## config.mk

```make
export PLATFORM = sky130hd
export DESIGN_NAME = uart_frame_decoder_router_top
export DESIGN_NICKNAME = d
export VERILOG_FILES = /design/src/hdl/ufdr_pkg.sv /design/src/hdl/uart_frame_decoder_router_top.sv /design/src/hdl/ufdr_ram.sv /design/src/hdl/ufdr_front.sv /design/src/hdl/ufdr_queue.sv /design/src/hdl/ufdr_back.sv
export SDC_FILE = /design/constraint.sdc
export NUM_CORES = 1
export LEC_CHECK = 0
export BUFFER_PORTS_ARGS = -buffer_cell sky130_fd_sc_hd__buf_2
export CORE_ASPECT_RATIO = 1.5
export CORE_MARGIN = 2
export CORE_UTILIZATION = 25
export CTS_CLUSTER_DIAMETER = 200
export CTS_CLUSTER_SIZE = 14
export DETAILED_ROUTE_END_ITERATION = 7
export SLEW_MARGIN = 10
export SYNTH_ARGS = -nofsm -noshare
export SYNTH_HDL_FRONTEND = slang
export SYNTH_SLANG_ARGS = --single-unit
```

## constraint.sdc

```tcl
create_clock -name i_clk -period 5.77 [get_ports i_clk]
set_input_delay 0.2885 -clock i_clk [delete_from_list [all_inputs] [get_ports i_clk]]
set_output_delay 0.2885 -clock i_clk [all_outputs]
set_load 0.03 [all_outputs]
```

## src/hdl/ufdr_pkg.sv

```systemverilog
// shared types, constants and helper functions of the frame decoder and router
package ufdr_pkg;

    localparam int MAX_PAYLOAD  = 32;
    localparam int HEADER_BYTES = 8;
    localparam int HDR_COUNT    = HEADER_BYTES - 2;
    localparam int HDR_AW       = $clog2(HDR_COUNT);
    localparam int PL_AW        = (MAX_PAYLOAD > 1) ? $clog2(MAX_PAYLOAD) : 1;
    localparam int RAM_AW       = PL_AW + 1;
    localparam int RAM_DEPTH    = 2 ** RAM_AW;
    localparam int PLEN_W       = 6;
    localparam int POS_W        = 9;
    localparam int CFG_AW       = 5;
    localparam int QDEPTH       = 2;

    localparam logic [7:0]  BOOT_LEN = 8'd4;
    localparam logic [15:0] CRC_INIT = 16'hFFFF;
    localparam logic [15:0] CRC_POLY = 16'hA001;

    localparam logic [3:0] ST_LOCAL     = 4'd0;
    localparam logic [3:0] ST_FORWARD   = 4'd1;
    localparam logic [3:0] ST_BROADCAST = 4'd2;
    localparam logic [3:0] ST_BOOT      = 4'd3;
    localparam logic [3:0] ST_CRC_ERR   = 4'd4;
    localparam logic [3:0] ST_VER_ERR   = 4'd5;
    localparam logic [3:0] ST_DEST_ERR  = 4'd6;
    localparam logic [3:0] ST_UNROUTED  = 4'd7;
    localparam logic [3:0] ST_LEN_ERR   = 4'd8;

    localparam logic [2:0] REG_VERSION   = 3'd0;
    localparam logic [2:0] REG_PC_ID     = 3'd1;
    localparam logic [2:0] REG_BOOT_ID   = 3'd2;
    localparam logic [2:0] REG_LOCAL_ID  = 3'd3;
    localparam logic [2:0] REG_DRONE_ID  = 3'd4;
    localparam logic [2:0] REG_BCAST_ID  = 3'd5;

    typedef struct packed {
        logic [7:0] version;
        logic [7:0] pc_id;
        logic [7:0] boot_id;
        logic [7:0] local_id;
        logic [7:0] drone_id;
        logic [7:0] bcast_id;
    } t_cfg;

    // one finished frame, handed from front to back
    typedef struct packed {
        logic [3:0]        status;
        logic [7:0]        version;
        logic [7:0]        flags;
        logic [7:0]        src;
        logic [7:0]        dest;
        logic [7:0]        opcode;
        logic [PLEN_W-1:0] plen;
        logic [7:0]        boot_addr;
        logic [7:0]        boot_cmd;
        logic              bank;
        logic              drain;
    } t_desc;

    // back is done with a payload bank
    typedef struct packed {
        logic valid;
        logic bank;
    } t_release;

    function automatic logic [15:0] crc_byte(input logic [15:0] c_in, input logic [7:0] d);
        logic [15:0] c;
        c = c_in ^ {8'h00, d};
        for (int i = 0; i < 8; i++) begin
            if (c[0]) begin
                c = (c >> 1) ^ CRC_POLY;
            end else begin
                c = c >> 1;
            end
        end
        return c;
    endfunction

    function automatic logic [3:0] route(input logic [7:0] dest, input t_cfg cfg);
        logic [3:0] st;
        if (dest == cfg.pc_id) begin
            st = ST_DEST_ERR;
        end else if (dest == cfg.boot_id) begin
            st = ST_DEST_ERR;
        end else if (dest == cfg.local_id) begin
            st = ST_LOCAL;
        end else if (dest == cfg.drone_id) begin
            st = ST_FORWARD;
        end else if (dest == cfg.bcast_id) begin
            st = ST_BROADCAST;
        end else begin
            st = ST_UNROUTED;
        end
        return st;
    endfunction

endpackage

```

## src/hdl/uart_frame_decoder_router_top.sv

```systemverilog
// top level of the frame decoder and router with its configuration registers
//
// input channel (i_valid / o_ready) takes one frame byte per item; i_frame_start
// marks byte 0 of a frame, byte 1 is the length, the crc follows the body.
// output channel (o_valid / i_ready) gives one status item per ended frame and,
// for frames routed to the remote node, one item per payload byte after it.
// the front accepts one byte per cycle while o_ready is high; a frame's status
// item passes the queue, the back and the output register after its final crc
// byte is accepted; payload items follow at one per cycle while i_ready is high.
// payload is kept in two ram banks, one per outstanding frame; the front holds
// o_ready low only when both banks still wait for the back to emit their frames.
// when the receiver stalls, the output register holds its item, the back waits,
// and the front keeps taking bytes until both banks are occupied.
// reset (synchronous, active low) clears the frame tracking, queue and output
// valid, and loads the register defaults; the ram needs no clearing.
// registers sit on the apb-style port at byte address 4*index and may be
// written only while the block is idle.
module uart_frame_decoder_router_top import ufdr_pkg::*; (
    input  logic              i_clk,
    input  logic              i_rst_n,
    // byte input
    input  logic              i_valid,
    output logic              o_ready,
    input  logic [7:0]        i_data_byte,
    input  logic              i_frame_start,
    // result output
    output logic              o_valid,
    input  logic              i_ready,
    output logic [3:0]        o_status,
    output logic [7:0]        o_version_byte,
    output logic [7:0]        o_flag_bits,
    output logic [7:0]        o_source_id,
    output logic [7:0]        o_dest_id,
    output logic [7:0]        o_op_code,
    output logic [5:0]        o_payload_length,
    output logic [7:0]        o_boot_address,
    output logic [7:0]        o_boot_command,
    output logic [7:0]        o_payload_byte,
    output logic              o_payload_valid,
    output logic              o_last,
    // configuration port
    input  logic              psel,
    input  logic              penable,
    input  logic              pwrite,
    input  logic [CFG_AW-1:0] paddr,
    input  logic [31:0]       pwdata,
    output logic [31:0]       prdata,
    output logic              pready
);

    t_cfg              r_cfg;
    logic              cfg_wr;
    logic [2:0]        cfg_idx;

    logic              push;
    t_desc             push_desc;
    logic              pop;
    logic              q_empty;
    t_desc             q_head;
    t_release          release_bank;
    logic              wr_en;
    logic [RAM_AW-1:0] wr_addr;
    logic [7:0]        wr_data;
    logic [RAM_AW-1:0] rd_addr;
    logic [7:0]        rd_data;

    // register file: written in the apb access phase, never waits
    assign pready  = 1'b1;
    assign cfg_wr  = psel & penable & pwrite & pready;
    assign cfg_idx = paddr[4:2];

    always_ff @(posedge i_clk) begin
        if (!i_rst_n) begin
            r_cfg.version  <= 8'd1;
            r_cfg.pc_id    <= 8'd0;
            r_cfg.boot_id  <= 8'd1;
            r_cfg.local_id <= 8'd2;
            r_cfg.drone_id <= 8'd3;
            r_cfg.bcast_id <= 8'd255;
        end else if (cfg_wr) begin
            case (cfg_idx)
                REG_VERSION:  r_cfg.version  <= pwdata[7:0];
                REG_PC_ID:    r_cfg.pc_id    <= pwdata[7:0];
                REG_BOOT_ID:  r_cfg.boot_id  <= pwdata[7:0];
                REG_LOCAL_ID: r_cfg.local_id <= pwdata[7:0];
                REG_DRONE_ID: r_cfg.drone_id <= pwdata[7:0];
                REG_BCAST_ID: r_cfg.bcast_id <= pwdata[7:0];
                default:      r_cfg          <= r_cfg;
            endcase
        end
    end

    // read back, addresses past the list read as zero
    always_comb begin
        case (cfg_idx)
            REG_VERSION:  prdata = {24'd0, r_cfg.version};
            REG_PC_ID:    prdata = {24'd0, r_cfg.pc_id};
            REG_BOOT_ID:  prdata = {24'd0, r_cfg.boot_id};
            REG_LOCAL_ID: prdata = {24'd0, r_cfg.local_id};
            REG_DRONE_ID: prdata = {24'd0, r_cfg.drone_id};
            REG_BCAST_ID: prdata = {24'd0, r_cfg.bcast_id};
            default:      prdata = 32'd0;
        endcase
    end

    // front: byte tracking, crc, header capture, classification
    ufdr_front u_front (
        .i_clk         (i_clk),
        .i_rst_n       (i_rst_n),
        .i_valid       (i_valid),
        .o_ready       (o_ready),
        .i_data_byte   (i_data_byte),
        .i_frame_start (i_frame_start),
        .i_cfg         (r_cfg),
        .i_release     (release_bank),
        .o_push        (push),
        .o_desc        (push_desc),
        .o_wr_en       (wr_en),
        .o_wr_addr     (wr_addr),
        .o_wr_data     (wr_data)
    );

    // payload store, two banks addressed by the top address bit
    ufdr_ram #(
        .WIDTH (8),
        .DEPTH (RAM_DEPTH)
    ) u_payload_ram (
        .i_clk     (i_clk),
        .i_wr_en   (wr_en),
        .i_wr_addr (wr_addr),
        .i_wr_data (wr_data),
        .i_rd_addr (rd_addr),
        .o_rd_data (rd_data)
    );

    // finished frames wait here; bank ownership keeps it from overflowing
    ufdr_queue u_queue (
        .i_clk   (i_clk),
        .i_rst_n (i_rst_n),
        .i_push  (push),
        .i_desc  (push_desc),
        .i_pop   (pop),
        .o_empty (q_empty),
        .o_head  (q_head)
    );

    // back: status item then payload drain into the output register
    ufdr_back u_back (
        .i_clk            (i_clk),
        .i_rst_n          (i_rst_n),
        .i_empty          (q_empty),
        .i_head           (q_head),
        .o_pop            (pop),
        .o_rd_addr        (rd_addr),
        .i_rd_data        (rd_data),
        .o_release        (release_bank),
        .o_valid          (o_valid),
        .i_ready          (i_ready),
        .o_status         (o_status),
        .o_version_byte   (o_version_byte),
        .o_flag_bits      (o_flag_bits),
        .o_source_id      (o_source_id),
        .o_dest_id        (o_dest_id),
        .o_op_code        (o_op_code),
        .o_payload_length (o_payload_length),
        .o_boot_address   (o_boot_address),
        .o_boot_command   (o_boot_command),
        .o_payload_byte   (o_payload_byte),
        .o_payload_valid  (o_payload_valid),
        .o_last           (o_last)
    );

endmodule

```

## src/hdl/ufdr_ram.sv

```systemverilog
// generic single-write, single-read ram with registered read data
module ufdr_ram #(
    parameter int WIDTH = 8,
    parameter int DEPTH = 64
) (
    input  logic                     i_clk,
    input  logic                     i_wr_en,
    input  logic [$clog2(DEPTH)-1:0] i_wr_addr,
    input  logic [WIDTH-1:0]         i_wr_data,
    input  logic [$clog2(DEPTH)-1:0] i_rd_addr,
    output logic [WIDTH-1:0]         o_rd_data
);

    logic [WIDTH-1:0] r_mem [DEPTH];
    logic [WIDTH-1:0] r_rd_data;

    always_ff @(posedge i_clk) begin
        if (i_wr_en) begin
            r_mem[i_wr_addr] <= i_wr_data;
        end
        r_rd_data <= r_mem[i_rd_addr];
    end

    assign o_rd_data = r_rd_data;

endmodule

```

## src/hdl/ufdr_front.sv

```systemverilog
// front end: frame byte tracking, crc, header capture, payload write and classification
module ufdr_front import ufdr_pkg::*; (
    input  logic              i_clk,
    input  logic              i_rst_n,
    input  logic              i_valid,
    output logic              o_ready,
    input  logic [7:0]        i_data_byte,
    input  logic              i_frame_start,
    input  t_cfg              i_cfg,
    input  t_release          i_release,
    output logic              o_push,
    output t_desc             o_desc,
    output logic              o_wr_en,
    output logic [RAM_AW-1:0] o_wr_addr,
    output logic [7:0]        o_wr_data
);

    logic             r_in_frame, n_in_frame;
    logic [POS_W-1:0] r_pos, n_pos;
    logic [7:0]       r_len, n_len;
    logic [15:0]      r_crc, n_crc;
    logic [7:0]       r_rcrc_lo, n_rcrc_lo;
    logic [7:0]       r_hdr [HDR_COUNT];
    logic [7:0]       n_hdr [HDR_COUNT];
    logic             r_wbank;
    logic [1:0]       r_busy;

    logic             acc;
    logic             fin;
    logic [POS_W-1:0] pos1;
    logic [POS_W-1:0] pidx;
    logic [HDR_AW-1:0] hidx;
    logic [7:0]       fin_len;
    logic             crc_ok;
    logic             len_bad;
    logic [7:0]       plen8;
    t_desc            desc;

    assign acc     = i_valid & o_ready;
    assign o_ready = ~r_busy[r_wbank];
    assign pos1    = r_pos + POS_W'(1);
    assign pidx    = pos1 - POS_W'(HEADER_BYTES);
    assign hidx    = HDR_AW'(pos1 - POS_W'(2));

    always_comb begin
        n_in_frame = r_in_frame;
        n_pos      = r_pos;
        n_len      = r_len;
        n_crc      = r_crc;
        n_rcrc_lo  = r_rcrc_lo;
        n_hdr      = r_hdr;
        fin        = 1'b0;
        o_wr_en    = 1'b0;
        if (acc) begin
            if (i_frame_start) begin
                n_in_frame = 1'b1;
                n_pos      = '0;
                n_len      = '0;
                n_crc      = CRC_INIT;
                n_rcrc_lo  = '0;
                for (int i = 0; i < HDR_COUNT; i++) begin
                    n_hdr[i] = '0;
                end
            end else if (r_in_frame) begin
                n_pos = pos1;
                if (pos1 == POS_W'(1)) begin
                    n_len = i_data_byte;
                    if (i_data_byte >= 8'd2) begin
                        n_crc = crc_byte(r_crc, i_data_byte);
                    end
                    if (i_data_byte == 8'd0) begin
                        fin = 1'b1;
                    end
                end else if (pos1 < POS_W'(r_len)) begin
                    n_crc = crc_byte(r_crc, i_data_byte);
                    if (pos1 < POS_W'(HEADER_BYTES)) begin
                        n_hdr[hidx] = i_data_byte;
                    end else if (pidx < POS_W'(MAX_PAYLOAD)) begin
                        o_wr_en = 1'b1;
                    end
                end else if (pos1 == POS_W'(r_len)) begin
                    n_rcrc_lo = i_data_byte;
                end else begin
                    fin = 1'b1;
                end
            end
            if (fin) begin
                n_in_frame = 1'b0;
            end
        end
    end

    assign o_wr_addr = {r_wbank, pidx[PL_AW-1:0]};
    assign o_wr_data = i_data_byte;

    // classification of the frame that ends with this byte
    assign fin_len = (r_pos == '0) ? 8'd0 : r_len;
    assign crc_ok  = (r_crc == {i_data_byte, r_rcrc_lo});
    assign plen8   = r_hdr[5];
    assign len_bad = (fin_len < 8'(HEADER_BYTES)) || (plen8 > 8'(MAX_PAYLOAD)) ||
                     ({1'b0, fin_len} != (9'(HEADER_BYTES) + {1'b0, plen8}));

    always_comb begin
        desc      = '0;
        desc.bank = r_wbank;
        if (fin_len == BOOT_LEN) begin
            desc.boot_addr = r_hdr[0];
            desc.boot_cmd  = r_hdr[1];
            if (!crc_ok) begin
                desc.status = ST_CRC_ERR;
            end else if (r_hdr[0] == i_cfg.boot_id) begin
                desc.status = ST_BOOT;
            end else if (i_cfg.version != 8'd0) begin
                desc.status = ST_VER_ERR;
            end else begin
                desc.status = route(8'd0, i_cfg);
            end
        end else if (len_bad) begin
            desc.status = ST_LEN_ERR;
        end else begin
            desc.version = r_hdr[0];
            desc.flags   = r_hdr[1];
            desc.src     = r_hdr[2];
            desc.dest    = r_hdr[3];
            desc.opcode  = r_hdr[4];
            desc.plen    = PLEN_W'(plen8);
            if (!crc_ok) begin
                desc.status = ST_CRC_ERR;
            end else if (r_hdr[0] != i_cfg.version) begin
                desc.status = ST_VER_ERR;
            end else begin
                desc.status = route(r_hdr[3], i_cfg);
            end
            desc.drain = (desc.status == ST_FORWARD) && (plen8 != 8'd0);
        end
    end

    assign o_push = fin;
    assign o_desc = desc;

    always_ff @(posedge i_clk) begin
        if (!i_rst_n) begin
            r_in_frame <= 1'b0;
            r_pos      <= '0;
            r_len      <= '0;
            r_crc      <= CRC_INIT;
            r_rcrc_lo  <= '0;
            r_wbank    <= 1'b0;
            r_busy     <= '0;
            for (int i = 0; i < HDR_COUNT; i++) begin
                r_hdr[i] <= '0;
            end
        end else begin
            r_in_frame <= n_in_frame;
            r_pos      <= n_pos;
            r_len      <= n_len;
            r_crc      <= n_crc;
            r_rcrc_lo  <= n_rcrc_lo;
            r_hdr      <= n_hdr;
            if (fin) begin
                r_wbank          <= ~r_wbank;
                r_busy[r_wbank]  <= 1'b1;
            end
            if (i_release.valid) begin
                r_busy[i_release.bank] <= 1'b0;
            end
        end
    end

endmodule

```

## src/hdl/ufdr_queue.sv

```systemverilog
// two-entry queue of finished frame descriptors between front and back
module ufdr_queue import ufdr_pkg::*; (
    input  logic  i_clk,
    input  logic  i_rst_n,
    input  logic  i_push,
    input  t_desc i_desc,
    input  logic  i_pop,
    output logic  o_empty,
    output t_desc o_head
);

    t_desc      r_q [QDEPTH];
    logic       r_wp;
    logic       r_rp;
    logic [1:0] r_cnt;

    assign o_empty = (r_cnt == 2'd0);
    assign o_head  = r_q[r_rp];

    always_ff @(posedge i_clk) begin
        if (i_push) begin
            r_q[r_wp] <= i_desc;
        end
    end

    always_ff @(posedge i_clk) begin
        if (!i_rst_n) begin
            r_wp  <= 1'b0;
            r_rp  <= 1'b0;
            r_cnt <= '0;
        end else begin
            if (i_push) begin
                r_wp <= ~r_wp;
            end
            if (i_pop) begin
                r_rp <= ~r_rp;
            end
            case ({i_push, i_pop})
                2'b10:   r_cnt <= r_cnt + 2'd1;
                2'b01:   r_cnt <= r_cnt - 2'd1;
                default: r_cnt <= r_cnt;
            endcase
        end
    end

endmodule

```

## src/hdl/ufdr_back.sv

```systemverilog
// back end: emits the status item and drains forwarded payload through the output register
module ufdr_back import ufdr_pkg::*; (
    input  logic              i_clk,
    input  logic              i_rst_n,
    input  logic              i_empty,
    input  t_desc             i_head,
    output logic              o_pop,
    output logic [RAM_AW-1:0] o_rd_addr,
    input  logic [7:0]        i_rd_data,
    output t_release          o_release,
    output logic              o_valid,
    input  logic              i_ready,
    output logic [3:0]        o_status,
    output logic [7:0]        o_version_byte,
    output logic [7:0]        o_flag_bits,
    output logic [7:0]        o_source_id,
    output logic [7:0]        o_dest_id,
    output logic [7:0]        o_op_code,
    output logic [5:0]        o_payload_length,
    output logic [7:0]        o_boot_address,
    output logic [7:0]        o_boot_command,
    output logic [7:0]        o_payload_byte,
    output logic              o_payload_valid,
    output logic              o_last
);

    localparam logic [1:0] S_IDLE = 2'd0;
    localparam logic [1:0] S_STAT = 2'd1;
    localparam logic [1:0] S_PAY  = 2'd2;

    logic [1:0]       r_state, n_state;
    t_desc            r_desc, n_desc;
    logic [PL_AW-1:0] r_idx, n_idx;
    logic             r_ov, n_ov;

    logic             slot_free;
    logic             load;
    logic             load_pay;
    logic             load_last;
    logic             pay_last;

    assign slot_free = ~r_ov | i_ready;
    assign pay_last  = (PLEN_W'(r_idx) == (r_desc.plen - PLEN_W'(1)));

    always_comb begin
        n_state   = r_state;
        n_desc    = r_desc;
        n_idx     = r_idx;
        n_ov      = r_ov & ~i_ready;
        o_pop     = 1'b0;
        load      = 1'b0;
        load_pay  = 1'b0;
        load_last = 1'b0;
        o_release = '0;
        case (r_state)
            S_IDLE: begin
                if (!i_empty) begin
                    o_pop   = 1'b1;
                    n_desc  = i_head;
                    n_idx   = '0;
                    n_state = S_STAT;
                end
            end
            S_STAT: begin
                if (slot_free) begin
                    load = 1'b1;
                    n_ov = 1'b1;
                    if (r_desc.drain) begin
                        n_state = S_PAY;
                    end else begin
                        load_last = 1'b1;
                        n_state   = S_IDLE;
                        o_release = '{valid: 1'b1, bank: r_desc.bank};
                    end
                end
            end
            S_PAY: begin
                if (slot_free) begin
                    load     = 1'b1;
                    load_pay = 1'b1;
                    n_ov     = 1'b1;
                    if (pay_last) begin
                        load_last = 1'b1;
                        n_state   = S_IDLE;
                        o_release = '{valid: 1'b1, bank: r_desc.bank};
                    end else begin
                        n_idx = r_idx + PL_AW'(1);
                    end
                end
            end
            default: begin
                n_state = S_IDLE;
            end
        endcase
    end

    // address the next index so read data lines up with r_idx
    assign o_rd_addr = {n_desc.bank, n_idx};

    always_ff @(posedge i_clk) begin
        if (!i_rst_n) begin
            r_state <= S_IDLE;
            r_ov    <= 1'b0;
        end else begin
            r_state <= n_state;
            r_ov    <= n_ov;
        end
    end

    always_ff @(posedge i_clk) begin
        r_desc <= n_desc;
        r_idx  <= n_idx;
        if (load) begin
            o_status         <= r_desc.status;
            o_version_byte   <= r_desc.version;
            o_flag_bits      <= r_desc.flags;
            o_source_id      <= r_desc.src;
            o_dest_id        <= r_desc.dest;
            o_op_code        <= r_desc.opcode;
            o_payload_length <= r_desc.plen;
            o_boot_address   <= r_desc.boot_addr;
            o_boot_command   <= r_desc.boot_cmd;
            o_payload_byte   <= load_pay ? i_rd_data : 8'd0;
            o_payload_valid  <= load_pay;
            o_last           <= load_last;
        end
    end

    assign o_valid = r_ov;

endmodule
```

* Word level (Yosys, flattened, before mapping)
Memory sizes are Yosys's and may differ from the RTL's. A register that Yosys moved wholly into a read port is not among the register bits.
Cells that the tools add are included.
** Word-level totals
- Register bits :: 297
- RAM bits :: 648
- Input bits :: 53
- Output and inout bits :: 111
- Logic and storage cells :: 369
- Memories :: 2
** Cells by class
- Add/sub/neg operators :: 8
- Order comparisons :: 12
- Eq/ne operators :: 30
- Multiplexer cells :: 196
- Bitwise gates (word level) :: 32
- Reductions and logical operators :: 41
** Memory list
- u_payload_ram.r_mem :: words 64, bits a word 8, rd ports 1, clocked after memory_dff 1, write ports 1, RTL line ufdr_ram.sv:14 : logic [WIDTH-1:0] r_mem [DEPTH];
- u_queue.r_q :: words 2, bits a word 68, rd ports 1, clocked after memory_dff 1, write ports 1, RTL line ufdr_queue.sv:12 : t_desc r_q [QDEPTH];
** Operator list (number)
- $mux 16 :: 91
- $mux 48 :: 5
- $mux 46 :: 2
- $mux 8 :: 10
- $mux 4 :: 15
- $bwmux 48 :: 1
- $eq 8x8->1 :: 6
- $logic_not 8->1 :: 6
- $pmux 8 s6 :: 1
- $not 2->3 :: 15
- $mux 1 :: 40
- $mux 2 :: 14
- $demux 8 s3 :: 1
- $mux 9 :: 2
- $reduce_and 2->1 :: 9
- $eq 16x16->1 :: 1
- $reduce_bool 8->1 :: 2
- $xor 16x8->16 :: 1
- $mux 5 :: 3
- $reduce_bool 2->1 :: 7
- $mux 3 :: 4
- $pmux 5 s2 :: 1
- $reduce_and 5->1 :: 2
- $add 4x8->9 const A :: 1
- 52 further kinds :: 79

* Logic depth before layout (Yosys ltp)
- Word-level depth :: 56
- Depth in mapped cells :: 18
- Depth with buffers taken out :: 17

* Cells and area by module
A second synthesis with hierarchy kept.
** Unflattened totals
- Cells, all modules :: 2438
- Area total of the unflattened synthesis :: 38722.1 um2
** By module, submodules not included
- ufdr_ram :: instances 1, cells an instance 957, area an instance 20096.8 um2, seq. area each 15534.9 um2
- ufdr_front :: instances 1, cells an instance 744, area an instance 5948.2 um2, seq. area each 1861.8 um2
- ufdr_queue :: instances 1, cells an instance 233, area an instance 5116.2 um2, seq. area each 4184.0 um2
- ufdr_back :: instances 1, cells an instance 240, area an instance 5078.6 um2, seq. area each 4474.3 um2
- uart_frame_decoder_router_top :: instances 1, cells an instance 264, area an instance 2482.4 um2, seq. area each 960.9 um2

* Least setup slack after synthesis
No wires, ideal clock.
- Path type :: register to register
- Start point :: register u_front.r_pos[1]
- End point :: memory u_queue.r_q[1][0] (netlist bit), enable pin
- Library setup time :: 434 ps
- Data arrival time :: 4187 ps
- Required time :: 5336 ps
- Slack :: 1150 ps
- Cell stages (with the launch flop) :: 13
- Buffers on the path :: 0
- Clock period less this slack :: 4620 ps
- Cell sequence :: dfxtp_1 > ha_1 > xnor2_1 > inv_2 > ha_1 > o21a_1 > o21ai_0 > a31oi_1 > o21ai_0 > o211ai_1 > a21oi_1 > o32ai_1 > and3_1
** Between the ends
- Word-level cells in the longest chain between the ends :: 11
- Elaborated cells between the ends (all ways) :: 13
- Classes of those cells :: add/sub: 1; order compare: 1; eq/ne: 2; mux: 9
** Ends and longest elaborated chain
- from (decl) :: RTL line ufdr_front.sv:19 : logic [POS_W-1:0] r_pos, n_pos;
- from (signal assigned) :: RTL line ufdr_front.sv:155 : r_pos <= n_pos;
- $add 9x1->9 (*) :: RTL line ufdr_front.sv:41 : assign pos1 = r_pos + POS_W'(1);
- branches (longest 3 deep; another with $lt 9x8->1)
- $mux 1 (*) :: RTL line ufdr_front.sv:66 : if (pos1 == POS_W'(1)) begin
- $mux 1 (*) :: RTL line ufdr_front.sv:64 : end else if (r_in_frame) begin
- $mux 1 (*) :: RTL line ufdr_front.sv:55 : if (i_frame_start) begin
- $mux 1 (*) (2 in a row) :: RTL line ufdr_front.sv:54 : if (acc) begin
- $mux 1 (*) :: RTL line ufdr_queue.sv:21 : if (i_push) begin
- $mux 1 (implied by the code) (*) :: RTL line ufdr_queue.sv:22 : r_q[r_wp] <= i_desc;
- to (decl) :: RTL line ufdr_queue.sv:12
Every way passes the cells marked *. The select of a mux whose other input is x is not followed.

* Worst setup path after layout
- Start point :: register u_back.r_state[0]
- End point :: register u_payload_ram.r_rd_data[4], in the netlist u_payload_ram.o_rd_data[4] (read register of u_payload_ram.r_mem)
** Between the ends
- Word-level cells in the longest chain between the ends :: 2
- Elaborated cells between the ends (all ways) :: 4
- Classes of those cells :: eq/ne: 1; mux: 2; reduce/logical: 1
** Ends and longest elaborated chain
- from (decl) :: RTL line ufdr_back.sv:31 : logic [1:0] r_state, n_state;
- from (signal assigned) :: RTL line ufdr_back.sv:105 : r_state <= n_state;
- $eq 2x2->1 or $logic_not 2->1 (tied branches) :: RTL line ufdr_back.sv:55 : case (r_state)
- $pmux 5 s2 or $mux 2 (tied branches) :: RTL line ufdr_back.sv:55
- to (decl) :: RTL line ufdr_ram.sv:15 : logic [WIDTH-1:0] r_rd_data;
Several ways; a longest one is shown, not always the timed one.
A chain may end at the register's enable or synchronous reset.

==> results.md <==
* R2R setup slack at 870 ps
* Gate Count Post-Synth at 2754
* Remaining DRCs at 0
* Req. time, crit path at between 6000 and 7000 ps
* Average vias per placed instance at 4.53
* Final net count at 2973
* Global route overflow at 0
* Worst-margin pin slew at 1170 ps
* Yosys cell types at 69
* Total power draw at 16.2 mW
* Hold depth at 4
* DRT Wirelength at slightly below 100000 microns
* Area of the multi-input gates at 10600 sq um
* CTS Buf Count at 78
* Yosys synthesis warning count at 0
* Clock Latency Late Sink at 690 ps
* Comb pwr share at 20.1%
* Syn Std Cell Area at 38700 sq um
* Leakage at 15.1 nW
* Initial antenna violation count at 4
* Die Width at 325 microns
* Slew margin rel. at 22.1%
* Hold WC Path Type: input port to flop
* Starting Density at about 25%
* CP Buf/Inv Count at 3
* Router iterations before antenna repair at 5
* Sequential-to-total area share from yosys stat at 69.9%
* Commonest non-fill, non-tap cells in the layout: edfxtp_1, nand2_1, nor2_1
* Sequential Power Share at 48.5%
* Total number of vias at ~23000
* Setup crit end kind: flop
* Setup repair bufs after CTS at 0
* Tmin final at 4900 ps
* Die area at ~160000 sq um
* CTS tree: yes
* DRT iter0 DRCs at around 1800
* WL per Instance at 19.7 microns
* Skew final at 48.8 ps
* Most common cell after layout, fill and taps aside: edfxtp_1
* Cells along the critical path: inv_1 > ha_1 > o21ai_0 > a221oi_1 > and2_4 > clkinv_2 > buf_4 > nand2_1 > a221oi_1 > nor4_1 > o22a_1 > nand3_1
* Int Pwr at 11.3 mW
* Std-Cell Rows at 176
* Largest net degree at the start of global routing at 97
* Clk pwr share at a little under a third
* # fillers at about 15000
* IO Port Bufs at roughly 110
* Outcome: finished, final reports clean
* Crit path DAT at between 5000 and 6000 ps
* Min Hold Slack at around 70 ps
* Post-route setup slack at roughly 870 ps
* #FFs+latches synth at 954
* RSZ-0062 raised after global routing: no
* Dpl ws at 919 ps
* Final HPWL DP at 65200 microns
* Net Sw Power at slightly below 5 mW
* Worst path slowest cell: and2_4
* Die Ht at 486 microns
* Placer Congestion at 0.828
* Vias in the first global route at about 22000
* Final hold violation count at 0
* DRT antenna net count at 0
* GRT Total Usage at 12.2%
* CP most frequent cell: a221oi_1
* Crit Path Max Fanout at 96
* CTS H-tree depth at 3
* Post-Layout Cell Count at between 5000 and 6000
* Layout area overhead at 14.5%
* Top cell family by delay on the critical path: simple AND/OR/NAND/NOR gates
* Worst Setup Start Kind: flop
* Synth Area per Inst at around 14 sq um
* Share of layout cells above drive strength 1 at 14.4%
* Clk slew on worst S/H paths at 70 ps
* Final worst-path cycle share at 85.0%
* Core Area at around 150000 sq um
* CP peak stage delay at 760 ps
* Power Density at 366 nW/um^2
* Synth Flop Type: edfxtp_1
* Clock root buffer: clkbuf_16
* Worst IR Drop VDD at 0.000250 V
* Clock Sinks at 954
* # Max-Cap Violations at 0
* First-pass GRT wire length at 146000 microns
* Setup-failing EPs final at 0
* Slew Viols, Final at 0
* Worst r2r path cells at 12
* WP depth at 12
* Max clock buf depth at 3
* Net Sw Frac at 29.9%
* Dpl cells at 4863
* Register area at 27000 sq um
* I/O pin cnt at around 160
* Setup TNS at 0 ps
* Max Freq at ~200 MHz
* Post-synth EDFFs at 791
* Critical Setup Path Class: flop to flop
* Async SR Flop Fraction at 0%
## kinds of logic after synthesis
group	share of synthesized area (%)
DFF	69.9
buffers and inverters	3.12
muxes	7.14
and+or+nand+nor	8.38
adders and majority gates	0.518
other	0.0194
AOI/OAI and AO/OA	8.21
xor gates and xnor gates	2.72
## final timing paths
kind / endpoint / start
setup / recovery: u_payload_ram.o_rd_data[4] / u_back.r_state[0]
hold / removal: u_back.o_valid / i_ready
setup reg to reg: u_payload_ram.o_rd_data[4] / u_back.r_state[0]
hold reg to reg: u_back.o_op_code[0] / u_back.r_desc[24]
## registers in the layout (all words and copies together) (netlist names), 9 cells and up, named ones only
name                 cells
u_front.r_pos            9
r_cfg                   48
u_front.r_hdr           40
u_front.r_crc           16
u_payload_ram.r_mem    512
u_back.r_desc           68
u_queue.r_q            136
## worst reg2reg max path, stage by stage (launching register included)
cell and delay, ps:
dfxtp_1 330, inv_1 80, ha_1 660, o21ai_0 380
a221oi_1 450, and2_4 760, clkinv_2 230, buf_4 440
nand2_1 310, a221oi_1 130, nor4_1 670, o22a_1 270
nand3_1 80
## timing repair
item | CTS | global route
hold buffers | 8 | 0
resized for setup | 0 | 0
hold endpoints to repair | 48 | 0
## synth_stat cells, types with 4 or more instances
library cell,n,area share [%]
o22a_1,8,0.18
mux2_2,73,2.1
mux2i_1,187,4.8
or3_1,6,0.097
nor3_1,13,0.17
o41ai_1,16,0.36
xnor2_1,81,1.8
a21oi_1,185,2.4
o211ai_1,4,0.078
buf_6,13,0.38
a22oi_1,10,0.19
or2_2,5,0.081
nor2b_1,7,0.11
buf_4,39,0.76
o21a_1,5,0.097
nor4_1,34,0.55
and3_1,12,0.19
nand3b_1,4,0.078
buf_2,42,0.54
xor2_1,39,0.88
nand3_1,82,1.1
inv_1,40,0.39
dfxtp_1,163,8.4
nor2_1,194,1.9
or4_1,9,0.17
ha_1,16,0.52
nand4_1,24,0.39
o21ai_0,83,1.1
a221oi_2,11,0.43
clkbuf_1,83,0.81
buf_1,7,0.068
edfxtp_1,791,61
a31oi_1,4,0.065
nand2_1,218,2.1
o22ai_1,8,0.13
a221oi_1,118,2.7
and2_1,68,1.1
nand2b_1,9,0.15
## final cells by class
cell class,count,area share [%]
Antenna cell,1,0.00565
Clock buffer,129,4.89
Clock inverter,7,0.345
Inverter,42,0.362
Multi-Input combinational cell,1592,23.9
Sequential cell,954,61.1
Tap cell,2047,5.79
Timing Repair Buffer,236,3.67
## power groups by stage
| stage | clock network [mW] | logic (mW) | registers [mW] |
|---|---|---|---|
| floorplan | 0 | 2.19 | 8.20 |
| global placement | 0 | 3.24 | 8.01 |
| detailed placement | 0 | 3.27 | 8.01 |
| CTS | 5.23 | 3.28 | 7.86 |
| global route | 5.45 | 3.51 | 7.87 |
| finish | 5.08 | 3.25 | 7.85 |
## per-layer routing
layer | global-route usage, % | routed length [microns]
met4 | 5.45 | 4030
met2 | 21.8 | 50800
met5 | 0 | 0
met1 | 14.5 | 40000
met3 | 1.58 | 3690
## stage by stage
stage | cell area, sq um | utilization, %
6_report | 44300 | 28.8
5_1_grt | 44300 | 28.8
4_1_cts | 44300 | 28.8
3_5_place_dp | 41900 | 27.3
3_3_place_gp | 41900 | 27.3
2_1_floorplan | 38700 | -
Note: power is estimated with default switching activity, not from simulation.
